--- src/rtl/core/bimap_frequency_table_core_assert.svh ---
// Assertion macros for the frequency table core.
// Used by modules that carry concurrent checks; expects clk and rst in scope.
`ifndef BIMAP_FREQUENCY_TABLE_CORE_ASSERT_SVH
`define BIMAP_FREQUENCY_TABLE_CORE_ASSERT_SVH

// Same-cycle implication, disabled during reset.
`define BFQ_ASSERT_IMPL(label, ante, cons) \
  label: assert property (@(posedge clk) disable iff (rst) (ante) |-> (cons)) \
    else $error("bfq assertion failed");

// Next-cycle implication, disabled during reset.
`define BFQ_ASSERT_NEXT(label, ante, cons) \
  label: assert property (@(posedge clk) disable iff (rst) (ante) |=> (cons)) \
    else $error("bfq assertion failed");

`endif

--- src/rtl/core/bfq_pkg.sv ---
// Shared types and constants for the frequency table core.
// No dependencies.
package bfq_pkg;

  localparam int KEY_W  = 64;
  localparam int VAL_W  = 64;
  localparam int HITS_W = 32;
  localparam int OP_W   = 2;
  localparam int STAT_W = 2;
  localparam int SCNT_W = 7;

  localparam int S_DATA_W = 128;
  localparam int M_DATA_W = 328;

  localparam logic [HITS_W-1:0] HITS_MAX = '1;
  localparam logic [HITS_W-1:0] HITS_ONE = HITS_W'(1);

  localparam logic [OP_W-1:0] OP_INSERT    = 2'd0;
  localparam logic [OP_W-1:0] OP_GET_VALUE = 2'd1;
  localparam logic [OP_W-1:0] OP_GET_KEY   = 2'd2;

  localparam logic [STAT_W-1:0] STAT_OK   = 2'd0;
  localparam logic [STAT_W-1:0] STAT_MISS = 2'd1;
  localparam logic [STAT_W-1:0] STAT_FULL = 2'd2;

  typedef enum logic [1:0] {
    ST_IDLE,
    ST_SCAN,
    ST_DONE
  } state_t;

  typedef struct packed {
    logic              valid;
    logic [KEY_W-1:0]  key;
    logic [VAL_W-1:0]  value;
    logic [HITS_W-1:0] hits;
  } entry_t;

  typedef struct packed {
    logic [STAT_W-1:0] status;
    logic [KEY_W-1:0]  result_key;
    logic [VAL_W-1:0]  result_value;
    logic [HITS_W-1:0] result_frequency;
    logic [KEY_W-1:0]  top_key;
    logic [VAL_W-1:0]  top_value;
    logic [HITS_W-1:0] top_frequency;
    logic [SCNT_W-1:0] stored_count;
  } result_t;

endpackage

--- src/rtl/core/bfq_scan.sv ---
// Sequencer and single comparator: scans the ring head, updates entries on
// the way to the tail, tracks the leader and holds the output register.
// Depends on bfq_pkg and bimap_frequency_table_core_assert.svh.
`include "bimap_frequency_table_core_assert.svh"

module bfq_scan #(
  parameter int CAPACITY = 64
) (
  input  logic                        clk,
  input  logic                        rst,
  input  logic                        in_valid,
  output logic                        in_ready,
  input  logic [bfq_pkg::OP_W-1:0]    in_op,
  input  logic [bfq_pkg::KEY_W-1:0]   in_key,
  input  logic [bfq_pkg::VAL_W-1:0]   in_value,
  input  bfq_pkg::entry_t             head,
  output bfq_pkg::entry_t             tail,
  output logic                        shift,
  output logic                        out_valid,
  input  logic                        out_ready,
  output bfq_pkg::result_t            out_res
);

  localparam int CNT_W = $clog2(CAPACITY + 1);

  bfq_pkg::state_t state, state_next;

  logic [CNT_W-1:0]            cnt;
  logic [CNT_W-1:0]            used;
  logic                        found;
  logic [bfq_pkg::OP_W-1:0]    op_reg;
  logic [bfq_pkg::KEY_W-1:0]   key_reg;
  logic [bfq_pkg::VAL_W-1:0]   value_reg;
  logic [bfq_pkg::KEY_W-1:0]   res_key;
  logic [bfq_pkg::VAL_W-1:0]   res_value;
  logic [bfq_pkg::HITS_W-1:0]  res_hits;
  logic [bfq_pkg::HITS_W-1:0]  best_hits;
  logic [bfq_pkg::KEY_W-1:0]   best_key;
  logic [bfq_pkg::VAL_W-1:0]   best_value;
  bfq_pkg::result_t            out_reg;

  logic                        accept;
  logic                        last_step;
  logic                        load_out;
  logic                        key_hit;
  logic                        val_hit;
  logic                        append;
  logic                        touch;
  logic [bfq_pkg::HITS_W-1:0]  hits_inc;
  logic [bfq_pkg::STAT_W-1:0]  status;
  logic [CNT_W+bfq_pkg::SCNT_W-1:0] used_ext;

  assign accept    = in_valid && in_ready;
  assign last_step = (state == bfq_pkg::ST_SCAN) && (cnt == CNT_W'(CAPACITY - 1));
  assign load_out  = (state == bfq_pkg::ST_DONE) && (!out_valid || out_ready);

  // next state
  always_comb begin
    state_next = state;
    unique case (state)
      bfq_pkg::ST_IDLE: if (in_valid) state_next = bfq_pkg::ST_SCAN;
      bfq_pkg::ST_SCAN: if (last_step) state_next = bfq_pkg::ST_DONE;
      bfq_pkg::ST_DONE: if (!out_valid || out_ready) state_next = bfq_pkg::ST_IDLE;
      default:          state_next = bfq_pkg::ST_IDLE;
    endcase
  end

  // fsm outputs
  always_comb begin
    in_ready = 1'b0;
    shift    = 1'b0;
    unique case (state)
      bfq_pkg::ST_IDLE: in_ready = 1'b1;
      bfq_pkg::ST_SCAN: shift    = 1'b1;
      bfq_pkg::ST_DONE: ;
      default:          ;
    endcase
  end

  // head compare and writeback
  always_comb begin
    key_hit  = head.valid && (head.key == key_reg);
    val_hit  = head.valid && (head.value == value_reg);
    append   = (op_reg == bfq_pkg::OP_INSERT) && !found && (cnt == used) &&
               (used < CNT_W'(CAPACITY));
    hits_inc = (head.hits == bfq_pkg::HITS_MAX) ? head.hits
                                                 : head.hits + bfq_pkg::HITS_ONE;
    tail     = head;
    touch    = 1'b0;
    case (op_reg)
      bfq_pkg::OP_INSERT: begin
        if (key_hit) begin
          tail.hits = hits_inc;
          touch     = 1'b1;
        end else if (append) begin
          tail  = '{valid: 1'b1, key: key_reg, value: value_reg, hits: bfq_pkg::HITS_ONE};
          touch = 1'b1;
        end
      end
      bfq_pkg::OP_GET_VALUE: touch = key_hit;
      bfq_pkg::OP_GET_KEY:   touch = val_hit;
      default:               touch = 1'b0;
    endcase
  end

  always_comb begin
    case (op_reg) inside
      bfq_pkg::OP_INSERT:    status = found ? bfq_pkg::STAT_OK : bfq_pkg::STAT_FULL;
      bfq_pkg::OP_GET_VALUE,
      bfq_pkg::OP_GET_KEY:   status = found ? bfq_pkg::STAT_OK : bfq_pkg::STAT_MISS;
      default:               status = bfq_pkg::STAT_MISS;
    endcase
  end

  assign used_ext = {{bfq_pkg::SCNT_W{1'b0}}, used};

  always_ff @(posedge clk) begin
    if (rst) begin
      state      <= bfq_pkg::ST_IDLE;
      cnt        <= '0;
      used       <= '0;
      found      <= 1'b0;
      best_hits  <= '0;
      best_key   <= '0;
      best_value <= '0;
      out_valid  <= 1'b0;
    end else begin
      state <= state_next;
      if (accept) begin
        cnt   <= '0;
        found <= 1'b0;
      end else if (state == bfq_pkg::ST_SCAN) begin
        cnt <= cnt + CNT_W'(1);
        if (touch) begin
          found <= 1'b1;
          if ((op_reg == bfq_pkg::OP_INSERT) && (tail.hits > best_hits)) begin
            best_hits  <= tail.hits;
            best_key   <= tail.key;
            best_value <= tail.value;
          end
        end
        if (append) begin
          used <= used + CNT_W'(1);
        end
      end
      if (load_out) begin
        out_valid <= 1'b1;
      end else if (out_ready) begin
        out_valid <= 1'b0;
      end
    end
  end

  always_ff @(posedge clk) begin
    if (accept) begin
      op_reg    <= in_op;
      key_reg   <= in_key;
      value_reg <= in_value;
      res_key   <= in_key;
      res_value <= '0;
      res_hits  <= '0;
    end else if ((state == bfq_pkg::ST_SCAN) && touch) begin
      res_key   <= tail.key;
      res_value <= tail.value;
      res_hits  <= tail.hits;
    end
    if (load_out) begin
      out_reg <= '{status:           status,
                   result_key:       res_key,
                   result_value:     res_value,
                   result_frequency: res_hits,
                   top_key:          best_key,
                   top_value:        best_value,
                   top_frequency:    best_hits,
                   stored_count:     used_ext[bfq_pkg::SCNT_W-1:0]};
    end
  end

  assign out_res = out_reg;

  `BFQ_ASSERT_NEXT(a_accept_starts_scan, accept, (state == bfq_pkg::ST_SCAN) && (cnt == '0))
  `BFQ_ASSERT_NEXT(a_scan_ends_done, last_step, state == bfq_pkg::ST_DONE)
  `BFQ_ASSERT_NEXT(a_used_only_in_scan, state != bfq_pkg::ST_SCAN, $stable(used))
  `BFQ_ASSERT_NEXT(a_leader_monotonic, 1'b1, best_hits >= $past(best_hits))

endmodule

--- config.mk ---
export PLATFORM = sky130hd
export DESIGN_NAME = bfq_scan
export DESIGN_NICKNAME = d
export VERILOG_FILES = /design/src/rtl/core/bfq_pkg.sv /design/src/rtl/core/bfq_scan.sv
export VERILOG_INCLUDE_DIRS = /design/src /design/src/rtl/core
export SDC_FILE = /design/constraint.sdc
export NUM_CORES = 1
export LEC_CHECK = 0
export BUFFER_PORTS_ARGS = -buffer_cell sky130_fd_sc_hd__clkbuf_2
export CORE_MARGIN = 5
export CORE_UTILIZATION = 27
export DETAILED_ROUTE_END_ITERATION = 10
export GPL_TIMING_DRIVEN = 0
export PLACE_DENSITY = 0.54
export SLEW_MARGIN = 0
export SYNTH_ARGS = -nofsm -noshare
export SYNTH_HDL_FRONTEND = slang
export SYNTH_SLANG_ARGS = --single-unit
--- constraint.sdc ---
create_clock -name clk -period 20.2 [get_ports clk]
set_clock_uncertainty 0.05 [all_clocks]
set_input_delay 4.04 -clock clk [delete_from_list [all_inputs] [get_ports clk]]
set_output_delay 4.04 -clock clk [all_outputs]
set_load 0.01 [all_outputs]
==> impl_metrics.csv, run 1 <==
group,metric,value,unit
outcome,outcome,"completed",
clock_network,holdBufCountCts,0,
floorplanning,dieArea,0.1257,sq mm
synth,syn_area,0.03206,sq mm
grt,antenna_found_initial,22,
grt,grt_max_degree,56,
critical_path,critPathBufInv,4,
finish,fill_cells,11840,
sta,period_needed,13090,ps
floorplanning,die_x,354.6,um
critical_path,crit_path_end_kind,"output port",
drt,antenna_left,0,
floorplanning,coreArea,0.1179,sq mm
drt,drtPass1Iterations,5,
clock_network,clock_latency,690,ps
sta,worst_pin_slew,1422,ps
finish,area_growth,29.67,%
sta,fin_setup_tns,0,ps
floorplanning,ios,788,
floorplanning,die_height,354.6,um
grt,first_global_vias,24310,
placed_design,dp_hpwl,105.8,mm
synth,synth-seq-area-share,66.10,%
finish,post-route-util,35.25,%
clock_network,clkSinkCount,797,
synth,ys_top_cells_by_area,"edfxtp_1 (49%), dfxtp_1 (17%), o21ai_0 (5.3%)",
critical_path,crit_family,"simple AND/OR/NAND/NOR gates",
floorplanning,initial_core_util,27.19,%
critical_path,cp_slowest_stage_delay,910,ps
sta,rsz0062_at_grt,"false",
critical_path,worstPathRequired,16110,ps
critical_path,critPathLaunchType,"input port",
synth,synth_top_area_cell,"edfxtp_1",
sta,fmax,76.37,MHz
drt,vias,24510,
clock_network,cts_buffer_depth,3,
critical_path,path_common_cell,"clkbuf_2",
critical_path,path_cells,"clkbuf_2, xnor2_1, nand4_1, nor4_1, nand3_1, o21ai_1, clkbuf_1, o21ai_0, a21boi_1, inv_1, clkbuf_2",
finish,layout.nets,3849,
power,powerDensity,94.86,mW/mm^2
power,p_leak,16.57,nW
finish,layout-drive-gt1-share,28.16,%
grt,grt_pass1_wl,184.3,mm
synth,syn_inst,2615,
sta,final-setup-viol-count,0,
sta,relSlewSlack,5.169,%
clock_network,post_cts_resized,0,
synth,ys_seq_elements,797,
drt,drc_errors,0,
placed_design,io_buffers,787,
critical_path,r2r_start,"key_reg[34]",
sta,post-route-period-util,64.82,%
synth,async_flop_share,0,%
min_path,min_from,"res_key[6]",
job,drv_cap,0,
floorplanning,num_rows,126,
critical_path,arrival,9000,ps
finish,stdcell_count,5143,
finish,largest_reg_flops,329,
grt,gr-usage-all-layers,20.53,%
synth,synth_flop_cell,"edfxtp_1",
clock_network,ctsHtreeMaxLevel,3,
placed_design,placed_cells,4957,
sta,hold_viol_final,0,
critical_path,path_class,"in -> out",
grt,grt-ovfl-total,0,
placed_design,gp_congestion,0.8813,
synth,synth_edf_count,523,
critical_path,crit_path_start,"head[130]",
drt,via_per_inst,4.765,
sta,slew_viol_final,0,
critical_path,worstPathMaxFanout,10,
drt,drt-initial-drc-count,2045,
drt,wl,134.3,mm
clock_network,numCtsBuffers,92,
critical_path,cp_slowest_cell,"nand3_1",
power,ir_drop,0.00007183,V
synth,synth.distinct_cells,70,
clock_network,cts_tree,"yes",
clock_network,path_clk_slew,70,ps
synth,synth_nets,2949,
synth,yosysWarnings,0,
clock_network,clockRootBuffer,"clkbuf_16",
clock_network,post_cts_buffers,0,
synth,synth.avg_cell_area,12.26,sq um
synth,yosysTopAreaCellShare,48.99,%
drt,wl_per_cell,26.11,um
min_path,holdCritPathClass,"reg -> reg",
cell type report:
| type | instances | area (sq um) | area share, % |
|---|---|---|---|
| flip-flops and latches | 797 | 21190 | 50.97 |
| plain buffers | 137 | 624.3 | 1.502 |
| repair buffers | 806 | 4330 | 10.42 |
| diodes | 13 | 32.53 | 0.07825 |
| clock buffers | 136 | 2628 | 6.321 |
| multi-input cells | 1470 | 9497 | 22.84 |
| well taps | 1536 | 1922 | 4.623 |
| inverters | 211 | 792.0 | 1.905 |
| clock inverters | 37 | 555.5 | 1.336 |
through the flow:
step / total power [mW] / setup WS, ps / cell area [sq um] / hold WS (ps)
finish: 3.943 / 7106 / 41570 / 345.4
global route: 4.074 / 7133 / 41550 / 349.9
CTS: 3.988 / 7163 / 41540 / 342.5
detailed placement: 2.234 / 7167 / 38360 / 354.5
global placement: 2.231 / -8967 / 37920 / 350.7
floorplan: 2.020 / 511.7 / 32060 / 350.1
layer usage:
metal / wire, um / track usage (%) / share of wire (%) / vias to the layer above
li1: - / - / - / 11210
met1: 52310 / 24.72 / 39 / 12050
met2: 65260 / 35.19 / 49 / 1056
met3: 12850 / 6.490 / 9.6 / 183
met4: 3802 / 6.105 / 2.8 / 10
met5: 56 / 0 / 0.042 / -
cells in the mapped netlist, types with 4 or more instances:
cell and count:
mux2_2 10, buf_4 4, a21o_1 9, nand2_1 42, xor2_1 49, or3_1 6, o21ai_1 28, nor4b_1 4
ha_1 39, o2bb2ai_1 25, dfxtp_1 274, a21bo_2 4, o21ai_0 340, or2_2 4, nand4b_1 4, nor2b_1 165
buf_2 12, inv_1 210, nand2b_1 21, or4_1 5, clkbuf_1 104, buf_6 10, nor3_1 19, mux2i_1 130
and3_1 10, a211oi_1 13, nand4_1 52, nor2_1 113, xnor2_1 77, nor4_1 35, edfxtp_1 523, a21oi_1 106
nand3_1 105, buf_1 7
power by group:
group | internal (mW) | switching [mW] | total [mW]
Clock | 1.03 | 0.719 | 1.75
Combinational | 0.121 | 0.265 | 0.386
Sequential | 1.79 | 0.0234 | 1.81
logic make-up after synthesis:
family                   after synthesis  synth area share, %
buffers and inverters                348                4.402
flip-flops                           797                66.10
XOR/XNOR                             126                3.442
multiplexers                         140                4.410
AO/OA/AOI/OAI                        558                9.652
AND/OR/NAND/NOR                      607                10.47
adder cells (fa/ha/maj)               39                1.522
path summary, 6_finish.rpt:
check	to	slack, ps	depth (start not counted)
max	tail[28]	7110	11
min	out_res[269]	350	0
max reg2reg	best_hits[22]	11040	20
min reg2reg	out_res[269]	350	0
cell usage in the layout (no fill, tap or decap), types with 49 or more instances in the layout:
| cell | n |
|---|---|
| clkbuf_2 | 788 |
| edfxtp_1 | 523 |
| o21ai_0 | 340 |
| dfxtp_1 | 274 |
| inv_1 | 210 |
| nor2b_1 | 164 |
| clkbuf_1 | 130 |
| mux2i_1 | 129 |
| nor2_1 | 113 |
| a21oi_1 | 106 |
| nand3_1 | 105 |
| clkbuf_16 | 92 |
| xnor2_1 | 77 |
| nand4_1 | 52 |
| xor2_1 | 49 |
(Power assumes the default switching activity.)
==> run 2, diff against run 1 <==
clock period = 11.6 ns   (was 20.2 ns; I/O delays follow)
==> run 2 against run 1 <==
Power increased by 70%. Clock-buffer cell count increased by 4. Cell count about the same. Final area decreased by 0.56%. Worst setup slack got worse by 5800 ps. Combinational power increased by 74%. Sequential share of layout area increased by 0.29 points. First-iteration DRC count decreased by 1.2%. Critical path depth increased by 9. Utilization decreased by 0.20 points. Die area unchanged. Wire length decreased by 1.1%. Critical endpoint is now best_hits[0]. Highest routed layer unchanged.
==> impl_metrics.csv, run 2 (synthesis results as in run 1) <==
group,metric,value,unit
critical_path,arrival,10780,ps
critical_path,worstReg2RegEnd,"best_hits[0]",
critical_path,crit_path_end_kind,"flop",
finish,stdcell_count,5142,
critical_path,worstPathMaxFanout,10,
clock_network,cts_buffer_depth,3,
floorplanning,die_x,354.6,um
critical_path,rrSetupSlack,2650,ps
clock_network,holdBufCountCts,0,
finish,layout.nets,3848,
sta,fin_setup_tns,0,ps
min_path,whs_path_depth,0,
job,drv_cap,0,
sta,hold_ws,356.9,ps
power,total_power,6.690,mW
sta,period_needed,10270,ps
critical_path,cp_slowest_cell,"clkbuf_1",
drt,antenna_left,0,
sta,setup_slack,1330,ps
clock_network,path_clk_slew,60,ps
finish,post-route-util,35.06,%
finish,area_growth,28.94,%
grt,antenna_found_initial,21,
drt,drt-initial-drc-count,2020,
sta,hold_viol_final,0,
power,p_leak,16.47,nW
finish,largest_reg_flops,329,
floorplanning,dieArea,0.1257,sq mm
floorplanning,num_rows,126,
clock_network,post_cts_buffers,0,
sta,slew_viol_final,0,
outcome,outcome,"completed",
placed_design,gp_congestion,0.8795,
drt,drc_errors,0,
clock_network,clock_latency,680,ps
floorplanning,die_height,354.6,um
grt,grt_pass1_wl,182.4,mm
grt,first_global_vias,24250,
placed_design,dp_hpwl,104.2,mm
critical_path,cp_slowest_stage_delay,1000,ps
drt,via_per_inst,4.771,
drt,vias,24540,
critical_path,reg2regPathDepth,19,
drt,wl,132.8,mm
clock_network,clockRootBuffer,"clkbuf_16",
drt,drtPass1Iterations,5,
clock_network,clkSinkCount,797,
grt,grt-ovfl-total,0,
grt,grt_max_degree,56,
sta,relSlewSlack,12.04,%
floorplanning,initial_core_util,27.19,%
drt,wl_per_cell,25.83,um
sta,final-setup-viol-count,0,
clock_network,ctsHtreeMaxLevel,3,
floorplanning,coreArea,0.1179,sq mm
min_path,holdCritPathClass,"reg -> reg",
placed_design,pre_cts_ws,511.1,ps
clock_network,cts_tree,"yes",
critical_path,path_common_cell,"clkbuf_1",
sta,fmax,97.38,MHz
critical_path,critPathLaunchType,"input port",
finish,final_common_cell,"clkbuf_2",
placed_design,placed_cell_area,0.03834,sq mm
sta,worst_pin_slew,1307,ps
critical_path,path_cells,"clkbuf_2, xnor2_1, nand4_1, nor4_1, nand3_1, o21ai_1, clkbuf_1, o21ai_0, a21oi_1, inv_1, ha_1, a21o_1, a21o_1, a211oi_1, nor3_1, o41ai_4, clkbuf_1, clkbuf_1, o21ai_0, o21ai_1",
clock_network,post_cts_resized,0,
placed_design,io_buffers,787,
min_path,min_from,"res_key[41]",
floorplanning,ios,788,
power,ir_drop,0.0001200,V
min_path,min_to,"out_res[304]",
critical_path,crit_path_start,"head[109]",
critical_path,r2r_start,"key_reg[13]",
critical_path,path_class,"in -> reg",
power,powerDensity,161.8,mW/mm^2
finish,layout_common_cells,"clkbuf_2 (788), edfxtp_1 (523), o21ai_0 (340), dfxtp_1 (274), inv_1 (210)",
finish,layout-drive-gt1-share,27.92,%
critical_path,worstPathRequired,12110,ps
grt,gr-usage-all-layers,20.26,%
sta,post-route-period-util,88.53,%
finish,finalInstanceArea,0.04134,sq mm
sta,rsz0062_at_grt,"false",
placed_design,placed_cells,4956,
clock_network,numCtsBuffers,92,
-- run 2: how the worst max path moves through the flow --
| stage | endpoint | cells past startpoint |
|---|---|---|
| global placement | out_res[265] | 3 |
| global route | best_key[60] | 21 |
| detailed placement | best_hits[22] | 20 |
| finish | best_hits[0] | 20 |
| floorplan | out_res[0] | 2 |
| CTS | best_hits[0] | 20 |
-- run 2: power by group --
| group | internal (mW) | total, mW | switching [mW] | leakage, nW |
|---|---|---|---|---|
| clock | 1.65 | 2.87 | 1.22 | 1.44 |
| combinational | 0.210 | 0.670 | 0.460 | 8.17 |
| sequential | 3.11 | 3.15 | 0.0397 | 6.85 |
| total | 4.97 | 6.69 | 1.72 | 16.5 |
-- run 2: layout make-up --
cell class / count / area [sq um]
sequential: 797 / 21190
inverter: 211 / 792.0
multi-input combinational: 1470 / 9497
antenna: 13 / 32.53
timing repair buffer: 805 / 4310
buffer: 137 / 624.3
fill: 11970 / 76580
clock buffer: 140 / 2634
tap: 1536 / 1922
clock inverter: 33 / 336.6
-- run 2: worst max-delay path, delay by kind of cell --
kind,cells,cell delay (ps)
buf+inv,5,2650
fa+ha+maj,1,320
simple gates,4,2140
xor+xnor,1,440
compound gates,9,2890
-- run 2: metal layers --
| metal | vias up | GRT usage, % | part of all wire (%) |
|---|---|---|---|
| li1 | 11200 | - | - |
| met1 | 12150 | 24.44 | 39 |
| met2 | 1010 | 35.21 | 49 |
| met3 | 163 | 6.649 | 9.5 |
| met4 | 16 | 4.607 | 2.0 |
| met5 | - | 0 | 0.070 |
